File: config.mk
export PLATFORM = sky130hd
export DESIGN_NAME = protobuf_frame_field_extractor_flat
export DESIGN_NICKNAME = d
export VERILOG_FILES = /design/src/rtl/pffe_pkg.sv /design/src/rtl/pffe_if.sv /design/src/rtl/pffe_parser.sv /design/src/rtl/protobuf_frame_field_extractor.sv /design/src/flat_wrapper.sv
export SDC_FILE = /design/constraint.sdc
export NUM_CORES = 1
export LEC_CHECK = 0
export ABC_CLOCK_PERIOD_IN_PS = 5200
export BUFFER_PORTS_ARGS = -buffer_cell sky130_fd_sc_hd__buf_2
export CAP_MARGIN = 20
export CELL_PAD_IN_SITES_DETAIL_PLACEMENT = 1
export CELL_PAD_IN_SITES_GLOBAL_PLACEMENT = 1
export CORE_MARGIN = 2
export CORE_UTILIZATION = 47
export CTS_CLUSTER_SIZE = 16
export DETAILED_ROUTE_END_ITERATION = 10
export GPL_TIMING_DRIVEN = 0
export PLACE_DENSITY_LB_ADDON = 0.15
export SLEW_MARGIN = 20
export SYNTH_ARGS = -nofsm -noshare
export SYNTH_HDL_FRONTEND = slang
export SYNTH_SLANG_ARGS = --single-unit
File: constraint.sdc
create_clock -name i_clk -period 5.2 [get_ports i_clk]
set_clock_uncertainty 0.1 [all_clocks]
set_input_delay 0.26 -clock i_clk [delete_from_list [all_inputs] [get_ports i_clk]]
set_output_delay 0.26 -clock i_clk [all_outputs]
set_load 0.005 [all_outputs]
File: src/rtl/pffe_pkg.sv
package pffe_pkg;

    // largest message length the hardware can ever accept
    localparam int unsigned MAX_FRAME_LIMIT = 65536;
    localparam int unsigned FRAME_W         = $clog2(MAX_FRAME_LIMIT + 1);

    // configuration port
    localparam int unsigned CFG_IDX_W  = 2;
    localparam int unsigned CFG_DATA_W = 29;

    typedef enum logic [CFG_IDX_W-1:0] {
        CFG_MAX_FRAME_LEN   = 2'd0,
        CFG_MAX_PAYLOAD_LEN = 2'd1,
        CFG_TARGET_FIELD    = 2'd2
    } t_cfg_idx;

    localparam logic [16:0] MAX_FRAME_LEN_RST   = 17'd65536;
    localparam logic [15:0] MAX_PAYLOAD_LEN_RST = 16'd4094;
    localparam logic [28:0] TARGET_FIELD_RST    = 29'd6;

    // protobuf wire format
    localparam logic [2:0] WT_VARINT     = 3'd0;
    localparam logic [2:0] WT_LEN_DELIM  = 3'd2;
    localparam logic [3:0] VARINT_LAST   = 4'd9;
    localparam logic [6:0] VARINT_DIGIT  = 7'd7;

    typedef enum logic [1:0] {
        ST_OK        = 2'd0,
        ST_MALFORMED = 2'd1,
        ST_OVERSIZE  = 2'd2
    } t_status;

    typedef struct packed {
        logic [16:0] max_frame_len;
        logic [15:0] max_payload_len;
        logic [28:0] target_field;
    } t_cfg;

    typedef struct packed {
        logic [7:0]  payload_byte;
        logic        byte_valid;
        logic        payload_start;
        logic [15:0] payload_len;
        logic        frame_done;
        t_status     frame_status;
    } t_result;

endpackage

File: src/rtl/pffe_if.sv
// input byte channel
interface pffe_in_if;
    logic       valid;
    logic       ready;
    logic [7:0] rx_byte;

    modport source (output valid, output rx_byte, input ready);
    modport sink   (input valid, input rx_byte, output ready);
endinterface

// result channel
interface pffe_out_if;
    logic        valid;
    logic        ready;
    logic [7:0]  payload_byte;
    logic        byte_valid;
    logic        payload_start;
    logic [15:0] payload_len;
    logic        frame_done;
    logic [1:0]  frame_status;

    modport source (output valid, output payload_byte, output byte_valid,
                    output payload_start, output payload_len, output frame_done,
                    output frame_status, input ready);
    modport sink   (input valid, input payload_byte, input byte_valid,
                    input payload_start, input payload_len, input frame_done,
                    input frame_status, output ready);
endinterface

File: src/rtl/pffe_parser.sv
module pffe_parser (
    input  logic              i_clk,
    input  logic              i_rst_n,
    input  logic              i_accept,
    input  logic [7:0]        i_byte,
    input  pffe_pkg::t_cfg    i_cfg,
    output pffe_pkg::t_result o_res,
    output logic              o_res_valid
);

    typedef enum logic [2:0] {
        PH_HEADER = 3'd0,
        PH_TAG    = 3'd1,
        PH_VALUE  = 3'd2,
        PH_LENGTH = 3'd3,
        PH_RUN    = 3'd4,
        PH_DRAIN  = 3'd5
    } t_phase;

    localparam int unsigned FW = pffe_pkg::FRAME_W;

    t_phase          r_phase,     n_phase;
    logic [1:0]      r_hdr_cnt,   n_hdr_cnt;
    logic [23:0]     r_hdr,       n_hdr;
    logic [FW-1:0]   r_frame_rem, n_frame_rem;
    logic [31:0]     r_acc_lo,    n_acc_lo;
    logic            r_acc_hi,    n_acc_hi;
    logic [3:0]      r_vbytes,    n_vbytes;
    logic            r_match,     n_match;
    logic [FW-1:0]   r_run,       n_run;
    logic            r_copy,      n_copy;
    logic            r_err,       n_err;

    logic [31:0]     hdr_full;
    logic [31:0]     limit;
    logic [FW-1:0]   rem_dec;
    logic [6:0]      sh_amt;
    logic [63:0]     digit;
    logic [31:0]     val_lo;
    logic            val_hi;
    logic            fault;
    pffe_pkg::t_result res;

    // header word, effective limit and varint digit placement
    assign hdr_full = {r_hdr, i_byte};
    assign limit    = (32'(i_cfg.max_frame_len) > 32'(pffe_pkg::MAX_FRAME_LIMIT))
                    ? 32'(pffe_pkg::MAX_FRAME_LIMIT) : 32'(i_cfg.max_frame_len);
    assign rem_dec  = r_frame_rem - FW'(1);
    assign sh_amt   = 7'(r_vbytes) * pffe_pkg::VARINT_DIGIT;
    assign digit    = 64'(i_byte[6:0]) << sh_amt;
    assign val_lo   = r_acc_lo | digit[31:0];
    assign val_hi   = r_acc_hi | (|digit[63:32]);

    // next state and result for one accepted beat
    always_comb begin
        n_phase     = r_phase;
        n_hdr_cnt   = r_hdr_cnt;
        n_hdr       = r_hdr;
        n_frame_rem = r_frame_rem;
        n_acc_lo    = r_acc_lo;
        n_acc_hi    = r_acc_hi;
        n_vbytes    = r_vbytes;
        n_match     = r_match;
        n_run       = r_run;
        n_copy      = r_copy;
        n_err       = r_err;
        fault       = 1'b0;
        res         = '0;

        if (i_accept) begin
            unique case (r_phase)
                PH_HEADER: begin
                    n_hdr = hdr_full[23:0];
                    if (r_hdr_cnt == 2'd3) begin
                        n_hdr_cnt = 2'd0;
                        if (hdr_full > limit) begin
                            res.frame_done   = 1'b1;
                            res.frame_status = pffe_pkg::ST_OVERSIZE;
                        end else if (hdr_full == 32'd0) begin
                            res.frame_done   = 1'b1;
                        end else begin
                            n_phase     = PH_TAG;
                            n_frame_rem = FW'(hdr_full);
                            n_acc_lo    = '0;
                            n_acc_hi    = 1'b0;
                            n_vbytes    = '0;
                        end
                    end else begin
                        n_hdr_cnt = r_hdr_cnt + 2'd1;
                    end
                end
                PH_TAG, PH_VALUE, PH_LENGTH: begin
                    n_frame_rem = rem_dec;
                    n_acc_lo    = val_lo;
                    n_acc_hi    = val_hi;
                    if (i_byte[7]) begin
                        if (r_vbytes >= pffe_pkg::VARINT_LAST) begin
                            fault = 1'b1;
                        end else begin
                            n_vbytes = r_vbytes + 4'd1;
                        end
                    end else begin
                        n_acc_lo = '0;
                        n_acc_hi = 1'b0;
                        n_vbytes = '0;
                        if (r_phase == PH_TAG) begin
                            // wire type decides what follows the tag
                            if (val_lo[2:0] == pffe_pkg::WT_VARINT) begin
                                n_phase = PH_VALUE;
                            end else if (val_lo[2:0] == pffe_pkg::WT_LEN_DELIM) begin
                                n_match = !val_hi && (val_lo[31:3] == i_cfg.target_field);
                                n_phase = PH_LENGTH;
                            end else begin
                                fault = 1'b1;
                            end
                        end else if (r_phase == PH_VALUE) begin
                            n_phase = PH_TAG;
                        end else if (val_hi || (val_lo > 32'(rem_dec))) begin
                            // field runs past the end of the frame
                            fault = 1'b1;
                        end else begin
                            n_copy = r_match && (val_lo <= 32'(i_cfg.max_payload_len));
                            if (n_copy) begin
                                res.payload_start = 1'b1;
                                res.payload_len   = val_lo[15:0];
                            end
                            n_match = 1'b0;
                            if (val_lo == 32'd0) begin
                                n_copy  = 1'b0;
                                n_phase = PH_TAG;
                            end else begin
                                n_run   = FW'(val_lo);
                                n_phase = PH_RUN;
                            end
                        end
                    end
                end
                PH_RUN: begin
                    n_frame_rem = rem_dec;
                    if (r_copy) begin
                        res.byte_valid   = 1'b1;
                        res.payload_byte = i_byte;
                    end
                    n_run = r_run - FW'(1);
                    if (r_run == FW'(1)) begin
                        n_copy  = 1'b0;
                        n_phase = PH_TAG;
                    end
                end
                PH_DRAIN: begin
                    n_frame_rem = rem_dec;
                end
                default: begin
                    n_phase = PH_HEADER;
                end
            endcase

            // malformed input drains the rest of the frame
            if (fault) begin
                n_err    = 1'b1;
                n_phase  = PH_DRAIN;
                n_acc_lo = '0;
                n_acc_hi = 1'b0;
                n_vbytes = '0;
                n_copy   = 1'b0;
                n_match  = 1'b0;
            end

            // end of message
            if (r_phase != PH_HEADER && rem_dec == '0) begin
                res.frame_done   = 1'b1;
                res.frame_status = (n_err || n_phase != PH_TAG || n_vbytes != 4'd0)
                                 ? pffe_pkg::ST_MALFORMED : pffe_pkg::ST_OK;
            end

            // any frame end returns to the header
            if (res.frame_done) begin
                n_phase     = PH_HEADER;
                n_hdr_cnt   = 2'd0;
                n_frame_rem = '0;
                n_acc_lo    = '0;
                n_acc_hi    = 1'b0;
                n_vbytes    = '0;
                n_match     = 1'b0;
                n_run       = '0;
                n_copy      = 1'b0;
                n_err       = 1'b0;
            end
        end
    end

    assign o_res       = res;
    assign o_res_valid = res.byte_valid | res.payload_start | res.frame_done;

    // parser state
    always_ff @(posedge i_clk) begin
        if (!i_rst_n) begin
            r_phase     <= PH_HEADER;
            r_hdr_cnt   <= 2'd0;
            r_frame_rem <= '0;
            r_acc_lo    <= '0;
            r_acc_hi    <= 1'b0;
            r_vbytes    <= '0;
            r_match     <= 1'b0;
            r_run       <= '0;
            r_copy      <= 1'b0;
            r_err       <= 1'b0;
        end else begin
            r_phase     <= n_phase;
            r_hdr_cnt   <= n_hdr_cnt;
            r_frame_rem <= n_frame_rem;
            r_acc_lo    <= n_acc_lo;
            r_acc_hi    <= n_acc_hi;
            r_vbytes    <= n_vbytes;
            r_match     <= n_match;
            r_run       <= n_run;
            r_copy      <= n_copy;
            r_err       <= n_err;
        end
    end

    // header bytes shift in; r_hdr keeps only the last three, so older contents are pushed out
    always_ff @(posedge i_clk) begin
        r_hdr <= n_hdr;
    end

endmodule

File: src/rtl/protobuf_frame_field_extractor.sv
// result beats go to the output register, or to the skid register while output stalls
// one input byte per cycle while the skid slot is empty; parsing is combinational
// an output register plus a skid register keep input ready while one result waits
// reset (synchronous, active low): parser back to the header, output empty,
// registers to max_frame_len 65536, max_payload_len 4094, target_field 6
module protobuf_frame_field_extractor (
    input  logic                              i_clk,
    input  logic                              i_rst_n,
    pffe_in_if.sink                           i_rx,
    pffe_out_if.source                        o_res,
    input  logic                              i_cfg_we,
    input  logic [pffe_pkg::CFG_IDX_W-1:0]    i_cfg_idx,
    input  logic [pffe_pkg::CFG_DATA_W-1:0]   i_cfg_data
);

    pffe_pkg::t_cfg    r_cfg;
    pffe_pkg::t_result r_out,   r_skid;
    logic              r_out_v, r_skid_v;
    pffe_pkg::t_result res;
    logic              res_valid;
    logic              accept;
    logic              out_free;
    logic              have_res;

    assign i_rx.ready = !r_skid_v;
    assign accept     = i_rx.valid & !r_skid_v;
    assign out_free   = !r_out_v | o_res.ready;
    assign have_res   = accept & res_valid;

    // configuration registers
    always_ff @(posedge i_clk) begin
        if (!i_rst_n) begin
            r_cfg.max_frame_len   <= pffe_pkg::MAX_FRAME_LEN_RST;
            r_cfg.max_payload_len <= pffe_pkg::MAX_PAYLOAD_LEN_RST;
            r_cfg.target_field    <= pffe_pkg::TARGET_FIELD_RST;
        end else if (i_cfg_we) begin
            unique case (pffe_pkg::t_cfg_idx'(i_cfg_idx))
                pffe_pkg::CFG_MAX_FRAME_LEN:   r_cfg.max_frame_len   <= i_cfg_data[16:0];
                pffe_pkg::CFG_MAX_PAYLOAD_LEN: r_cfg.max_payload_len <= i_cfg_data[15:0];
                pffe_pkg::CFG_TARGET_FIELD:    r_cfg.target_field    <= i_cfg_data[28:0];
                default: begin
                end
            endcase
        end
    end

    pffe_parser u_parser (
        .i_clk       (i_clk),
        .i_rst_n     (i_rst_n),
        .i_accept    (accept),
        .i_byte      (i_rx.rx_byte),
        .i_cfg       (r_cfg),
        .o_res       (res),
        .o_res_valid (res_valid)
    );

    // output register and skid slot
    always_ff @(posedge i_clk) begin
        if (!i_rst_n) begin
            r_out_v  <= 1'b0;
            r_skid_v <= 1'b0;
        end else if (out_free) begin
            if (r_skid_v) begin
                r_out_v  <= 1'b1;
                r_skid_v <= have_res;
            end else begin
                r_out_v  <= have_res;
            end
        end else if (have_res) begin
            r_skid_v <= 1'b1;
        end
    end

    always_ff @(posedge i_clk) begin
        if (out_free) begin
            if (r_skid_v) begin
                r_out  <= r_skid;
                r_skid <= res;
            end else begin
                r_out  <= res;
            end
        end else if (have_res) begin
            r_skid <= res;
        end
    end

    // result beat
    assign o_res.valid         = r_out_v;
    assign o_res.payload_byte  = r_out.payload_byte;
    assign o_res.byte_valid    = r_out.byte_valid;
    assign o_res.payload_start = r_out.payload_start;
    assign o_res.payload_len   = r_out.payload_len;
    assign o_res.frame_done    = r_out.frame_done;
    assign o_res.frame_status  = r_out.frame_status;

endmodule

File: src/flat_wrapper.sv
// flat-port wrapper written by rule: the top's interface ports become plain ports
module protobuf_frame_field_extractor_flat 
  (i_clk, i_rst_n, i_cfg_we, i_cfg_idx, i_cfg_data, i_rx_valid, i_rx_rx_byte, i_rx_ready, o_res_valid, o_res_payload_byte, o_res_byte_valid, o_res_payload_start, o_res_payload_len, o_res_frame_done, o_res_frame_status, o_res_ready);
  pffe_in_if i_rx_i ();
  pffe_out_if o_res_i ();
  input  logic i_clk;
  input  logic i_rst_n;
  input  logic i_cfg_we;
  input  logic [pffe_pkg::CFG_IDX_W-1:0] i_cfg_idx;
  input  logic [pffe_pkg::CFG_DATA_W-1:0] i_cfg_data;
  input wire logic [$bits(i_rx_i.valid)-1:0] i_rx_valid;
  input wire logic [$bits(i_rx_i.rx_byte)-1:0] i_rx_rx_byte;
  output wire logic [$bits(i_rx_i.ready)-1:0] i_rx_ready;
  output wire logic [$bits(o_res_i.valid)-1:0] o_res_valid;
  output wire logic [$bits(o_res_i.payload_byte)-1:0] o_res_payload_byte;
  output wire logic [$bits(o_res_i.byte_valid)-1:0] o_res_byte_valid;
  output wire logic [$bits(o_res_i.payload_start)-1:0] o_res_payload_start;
  output wire logic [$bits(o_res_i.payload_len)-1:0] o_res_payload_len;
  output wire logic [$bits(o_res_i.frame_done)-1:0] o_res_frame_done;
  output wire logic [$bits(o_res_i.frame_status)-1:0] o_res_frame_status;
  input wire logic [$bits(o_res_i.ready)-1:0] o_res_ready;
  assign i_rx_i.valid = i_rx_valid;
  assign i_rx_i.rx_byte = i_rx_rx_byte;
  assign i_rx_ready = i_rx_i.ready;
  assign o_res_valid = o_res_i.valid;
  assign o_res_payload_byte = o_res_i.payload_byte;
  assign o_res_byte_valid = o_res_i.byte_valid;
  assign o_res_payload_start = o_res_i.payload_start;
  assign o_res_payload_len = o_res_i.payload_len;
  assign o_res_frame_done = o_res_i.frame_done;
  assign o_res_frame_status = o_res_i.frame_status;
  assign o_res_i.ready = o_res_ready;
  protobuf_frame_field_extractor u_core (.i_clk(i_clk), .i_rst_n(i_rst_n), .i_rx(i_rx_i), .o_res(o_res_i), .i_cfg_we(i_cfg_we), .i_cfg_idx(i_cfg_idx), .i_cfg_data(i_cfg_data));
endmodule
After elaboration in Yosys (flattened, before gate mapping) --
Cells that the tools add are included.
Word-level totals: flip-flop bits (word level) 225, bits in latches 0, RAM bits 0, ROM bits 0, input port bits 44, logic and storage cells 227, memories 0
Operators by class: add/sub/neg operators 4, multiply operators 1, divide/modulo/power cells 0, order comparisons 5, equality and inequality tests 34, shift operators 1, multiplexer cells 109, bitwise operators 7, reduce and logical (&&, ||, !) cells 38
Operator list (number):
- $mux W17 | 17
- $mux W32 | 6
- $mux W29 | 5
- $pmux W17 S2 | 2
- $gt A32 B17 Y1 | 2
- $logic_not A32 Y1 | 2
- $pmux W32 S2 | 1
- $shl A7 B7 Y64 | 1
- $mux W3 | 18
- $mux W1 | 42
- $sub A17 B1 Y17 const B | 2
- $le A32 B16 Y1 | 1
- $mux W4 | 8
- $ne A4 B4 Y1 const B | 8
- $or A32 B32 Y32 | 1
- $reduce_or A32 Y1 | 1
- $eq A29 B29 Y1 | 1
- $ne A3 B3 Y1 const B | 8
- $reduce_and A7 Y1 | 3
- $mux W9 | 2
- $eq A17 B1 Y1 const B | 1
- $gt A17 B17 Y1 const B | 1
- $logic_not A17 Y1 | 1
- $ne A4 B2 Y1 const B | 3
- 30 further kinds | 62

Longest topological paths before layout --
depth in word-level cells 25, depth in mapped cells 20, depth with buffers taken out 17

Modules after synthesis --
Synthesis repeated with hierarchy kept, for this count alone.
Second synthesis, totals: cell total of the unflattened synthesis 1336, area total of the unflattened synthesis 12321.8 um^2
By module, submodules not included:
- pffe_parser | instances 1, cells an instance 983, area each 7689.9 um^2
- protobuf_frame_field_extractor | instances 1, cells an instance 353, area each 4631.9 um^2

Least setup slack after synthesis --
Ideal clock, no wire load.
kind register to register, from reg u_core.u_parser.r_frame_rem[0], to reg u_core.r_skid[0] (netlist name) (enable), setup time 388 ps, arrival time 4175 ps, data required time 4712 ps, setup slack 537 ps, cell stages (with the launch flop) 17, path through dfxtp_1 or4_1 nor4_1 nand2_1 nor4_1 xnor2_1 ha_1 and4_1 and4_1 nand3_1 o211ai_1 and2_1 and3_1 buf_4 nand3_1 o211ai_1 a22o_1
Between the ends: cells in the longest elaborated chain, start to end 14
RTL lines:
- start: declaration | RTL line pffe_parser.sv:25 | logic [FW-1:0] r_frame_rem, n_frame_rem;
- start signal: assignment | RTL line pffe_parser.sv:211 | r_frame_rem <= n_frame_rem;
- $sub A17 B1 Y17 * | RTL line pffe_parser.sv:48 | assign rem_dec = r_frame_rem - FW'(1);
- $gt A32 B17 Y1 | RTL line pffe_parser.sv:118 | end else if (val_hi || (val_lo > 32'(rem_dec))) begin
- $logic_or A1 B1 Y1 | RTL line pffe_parser.sv:118
- $mux W17 | RTL line pffe_parser.sv:118
- $mux W17 | RTL line pffe_parser.sv:116 | end else if (r_phase == PH_VALUE) begin
- $mux W17 | RTL line pffe_parser.sv:106 | if (r_phase == PH_TAG) begin
- $mux W17 | RTL line pffe_parser.sv:96 | if (i_byte[7]) begin
- $mux W17 | RTL line pffe_parser.sv:71 | unique case (r_phase)
- $mux W29 * | RTL line pffe_parser.sv:70 | if (i_accept) begin
- $or A1 B1 Y1 | RTL line pffe_parser.sv:193 | assign o_res_valid = res.byte_valid | res.payload_start | res.frame_done;
- $or A1 B1 Y1 * | RTL line pffe_parser.sv:193
- $and A1 B1 Y1 * | RTL line protobuf_frame_field_extractor.sv:28 | assign have_res = accept & res_valid;
- $reduce_bool A2 Y1 (no line) *
- $reduce_and A2 Y1 (no line) *
- end signal: assignment | RTL line protobuf_frame_field_extractor.sv:78 | r_skid <= res;
- end signal: assignment | RTL line protobuf_frame_field_extractor.sv:83 | r_skid <= res;
- end: declaration | RTL line protobuf_frame_field_extractor.sv:17 | pffe_pkg::t_result r_out, r_skid;
Every way passes the cells marked *; elsewhere a longest branch is shown, timed or not. The select of a mux whose other input is x is not followed. A chain may end at the register's enable or synchronous reset.

Worst setup path in the final report --
from in i_rx_rx_byte[2], to reg u_core.r_skid[16] (netlist name) (enable)
Between the ends: cells in the longest elaborated chain, start to end 16
RTL lines:
- start: declaration | RTL line flat_wrapper.sv:12 | input wire logic [$bits(i_rx_i.rx_byte)-1:0] i_rx_rx_byte;
- $shl A7 B7 Y64 | RTL line pffe_parser.sv:50 | assign digit = 64'(i_byte[6:0]) << sh_amt;
- $or A32 B32 Y32 | RTL line pffe_parser.sv:51 | assign val_lo = r_acc_lo | digit[31:0];
- $le A32 B16 Y1 | RTL line pffe_parser.sv:122 | n_copy = r_match && (val_lo <= 32'(i_cfg.max_payload_len));
- $logic_and A1 B1 Y1 | RTL line pffe_parser.sv:122
- $mux W17 | RTL line pffe_parser.sv:123 | if (n_copy) begin
- $mux W17 | RTL line pffe_parser.sv:118
- $mux W17 | RTL line pffe_parser.sv:116
- $mux W17 | RTL line pffe_parser.sv:106
- $mux W17 | RTL line pffe_parser.sv:96
- $mux W17 | RTL line pffe_parser.sv:71
- $mux W29 * | RTL line pffe_parser.sv:70
- $or A1 B1 Y1 | RTL line pffe_parser.sv:193
- $or A1 B1 Y1 * | RTL line pffe_parser.sv:193
- $and A1 B1 Y1 * | RTL line protobuf_frame_field_extractor.sv:28
- $reduce_bool A2 Y1 (no line) *
- $reduce_and A2 Y1 (no line) *
Marks and branches as above.

==> metrics.txt <==
CTS buffer count 26; core footprint 24390 um^2; Total GRT Usage 31.37%; Final Setup Violations 0; crit path time final 5150 ps; worst vdd ir 0.2123 mV; CTS max path bufs 3; port buffer count 74; die height 162.0 um; syn_area_per_cell 8.850 um^2; utilization after layout 56.89%; Post-synth EDFFs 82; Post-synth top flop dfxtp_1; number of global-route vias before repair 11330; crit path max-delay cell type a21oi_1; Worst Max-Slew Pin Slew 1079 ps; first-pass GRT wire length 64450 um; gr ovfl total 0; yosys warns 0; RePlAce Congestion 0.8877; sequential fraction of the synthesis area 45.38%; Starting Density 48.11%; Non-Filler Instances 1815; Slew HR 27.94%; net count reported at finish 1573; wire per inst 22.72 um; synthesized area 11740 um^2; final critical-path share of the clock period 99.05%; Critical Path Max Stage Delay 810 ps; outcome complete, no violations; synthesis-to-finish area growth 18.24%; leak pwr 5.698 nW; initial antenna violation count 2; crit-path max FO 14; Worst path top cell family by delay compound AO/OA/AOI/OAI gates; Iteration-0 DRC Markers 911; top-area cell type share of the netlist area 24.39%; Async SR Flop Fraction 0%; worst hold path type primary input to register; cells after synthesis 1326; Worst-Skew Late Latency 550 ps; row cnt 57; #FFs+latches synth 225; Pre-antenna DRT Iters 5; post-route ant nets 0; critical path launch point type primary input; width of the die 162.0 um; largest net degree at the start of global routing 26; crit path DAT 5290 ps; layout cells sized above 1 10.81%; Root Buffer clkbuf_16; Buf/Inv on CP 5; fmax 194.2 MHz; io pins 75; Setup CP Type primary input to register; CP Data Required Time 5340 ps; top cells by count, synth nand2_1 (213), a21oi_1 (163), dfxtp_1 (143), nor2_1 (98), edfxtp_1 (82); HPWL after detailed placement 29550 um; CTS tree built; Power Dens Cells 285.0 nW/um^2; Num Clock Sinks 225; Distinct cells, synth 79; CTS H-tree lvls 1; number of hold violations in the final report 0; most instantiated library cell after synthesis nand2_1; CP Cell Sequence dlygate4sd3_1 -> buf_2 -> clkbuf_1 -> a21oi_1 -> inv_1 -> ha_1 -> a21o_1 -> a21o_1 -> a2111oi_0 -> nor3_1 -> o31a_1 -> nor3_1 -> nand3_2 -> o211ai_1 -> buf_4 -> a22o_4; routed wire length 41230 um; Clock transition at path regs 60 ps; via/cell ratio 6.129; placed cell count 1726; pins over their slew limit 0; Vias 11120; maxcap violations 0; area leader, netlist dfxtp_1; Net Count, Synth 1427; # DRC 0; die area 26250 um^2; dominant cells by area after synthesis dfxtp_1 (24%), edfxtp_1 (21%), a21oi_1 (7.0%); CP Capture Type register
[tightest hold or removal path, stage by stage]
cell and delay, ps:
buf_2 130, nand3_1 110, or3_1 120, mux2i_1 70
[registers in the layout (all words and copies together) (netlist names), 2 cells and up]
name and cells:
u_core.o_res.frame_status 2, u_core.u_parser.r_run 17, u_core.u_parser.r_hdr_cnt 2, u_core.u_parser.r_frame_rem 17
u_core.r_cfg 62, u_core.u_parser.r_vbytes 4, u_core.u_parser.r_acc_lo 32, u_core.u_parser.r_phase 3
u_core.o_res.payload_byte 8, u_core.o_res.payload_len 16, u_core.r_skid 29, u_core.u_parser.r_hdr 24
[through the flow]
stage | setup slack, ps | hold WS (ps) | cell area [um^2] | power, mW | setup TNS, ps
3_5_place_dp | -458.3 | 337.0 | 12560 | 2.185 | -13390
5_1_grt | -42.93 | 130.7 | 13880 | 4.063 | -1062
2_1_floorplan | 536.9 | 258.9 | 11740 | 2.069 | 0
3_3_place_gp | -630.8 | 334.8 | 12510 | 2.175 | -18230
4_1_cts | 42.54 | 80.92 | 13800 | 3.965 | 0
6_report | 49.55 | 97.65 | 13880 | 3.955 | 0
[layout by cell type, fill, tap and decap left out, types with 4 or more instances in the layout]
cell type | Yosys | layout
a211oi_1 | 6 | 5
edfxtp_1 | 82 | 82
o22ai_1 | 14 | 14
xnor2_1 | 38 | 38
nor4_1 | 32 | 31
nor3b_1 | 4 | 4
o31ai_1 | 11 | 11
a31oi_1 | 6 | 6
nand2b_1 | 6 | 5
xor2_1 | 19 | 19
dlygate4sd3_1 | 0 | 38
o211ai_1 | 23 | 23
and3_1 | 6 | 6
clkbuf_1 | 62 | 67
clkbuf_16 | 0 | 26
buf_2 | 9 | 83
o21ai_0 | 21 | 21
a21o_1 | 35 | 35
a21oi_1 | 163 | 160
ha_1 | 57 | 57
nand3_1 | 26 | 25
buf_4 | 3 | 7
clkinv_1 | 2 | 4
or3_1 | 11 | 11
nor2_1 | 98 | 97
nor2b_1 | 5 | 5
a2111oi_0 | 16 | 16
dfxtp_1 | 143 | 143
nand4_1 | 16 | 16
and2_1 | 11 | 11
a22oi_1 | 4 | 4
nor3_1 | 48 | 47
and4_1 | 8 | 8
or4_1 | 10 | 10
nand2_1 | 213 | 213
clkinv_2 | 1 | 5
inv_1 | 50 | 50
[repair_timing]
item	CTS	global route
endpoints found under the setup margin	50	104
endpoints found under the hold margin	72	0
pin swaps	0	1
gates cloned	1	0
hold buffers	38	0
setup buffers	0	3
gates resized for setup	5	9
[final timing paths]
path | to | slack (ps) | start | cells after the start
setup / recovery | u_core.r_skid[16] | 50 | i_rx_rx_byte[2] | 16
hold / removal | u_core.u_parser.r_match | 100 | i_rst_n | 4
setup reg to reg | u_core.u_parser.r_acc_lo[28] | 180 | u_core.u_parser.r_frame_rem[2] | 17
hold reg to reg | u_core.u_parser.r_hdr[23] | 360 | u_core.u_parser.r_hdr[15] | 0
[cell type report]
cell class / instances / area, um^2
Fill cell: 2921 / 10520
Multi-Input combinational cell: 972 / 5997
Sequential cell: 225 / 5325
Clock inverter: 12 / 106.4
Timing Repair Buffer: 117 / 808.3
Buffer: 77 / 320.3
Clock buffer: 34 / 710.7
Inverter: 53 / 200.2
Tap cell: 324 / 405.4
Antenna cell: 1 / 2.502
[report_power, final]
group | switching (mW) | internal (mW) | leakage [nW]
registers | 0.0235 | 1.85 | 2.05
logic | 0.201 | 0.111 | 3.25
clock network | 0.759 | 1.01 | 0.396
[kinds of logic after synthesis]
logic type                 synth area share, %
and+or+nand+nor                          21.30
AOI/OAI and AO/OA                        18.28
muxes                                  0.08530
buffers and inverters                    4.435
adders and majority gates                6.077
xor gates and xnor gates                 4.446
DFF                                      45.38
[routing by layer]
layer	vias up	routed length [um]	track usage (%)	part of all wire, %
li1	5107	-	-	-
met1	5474	17630	41.66	43
met2	410	19220	51.64	47
met3	131	2549	4.545	6.2
met4	2	1823	12.67	4.4
met5	-	13	0	0.032
(Power assumes the default switching activity.)
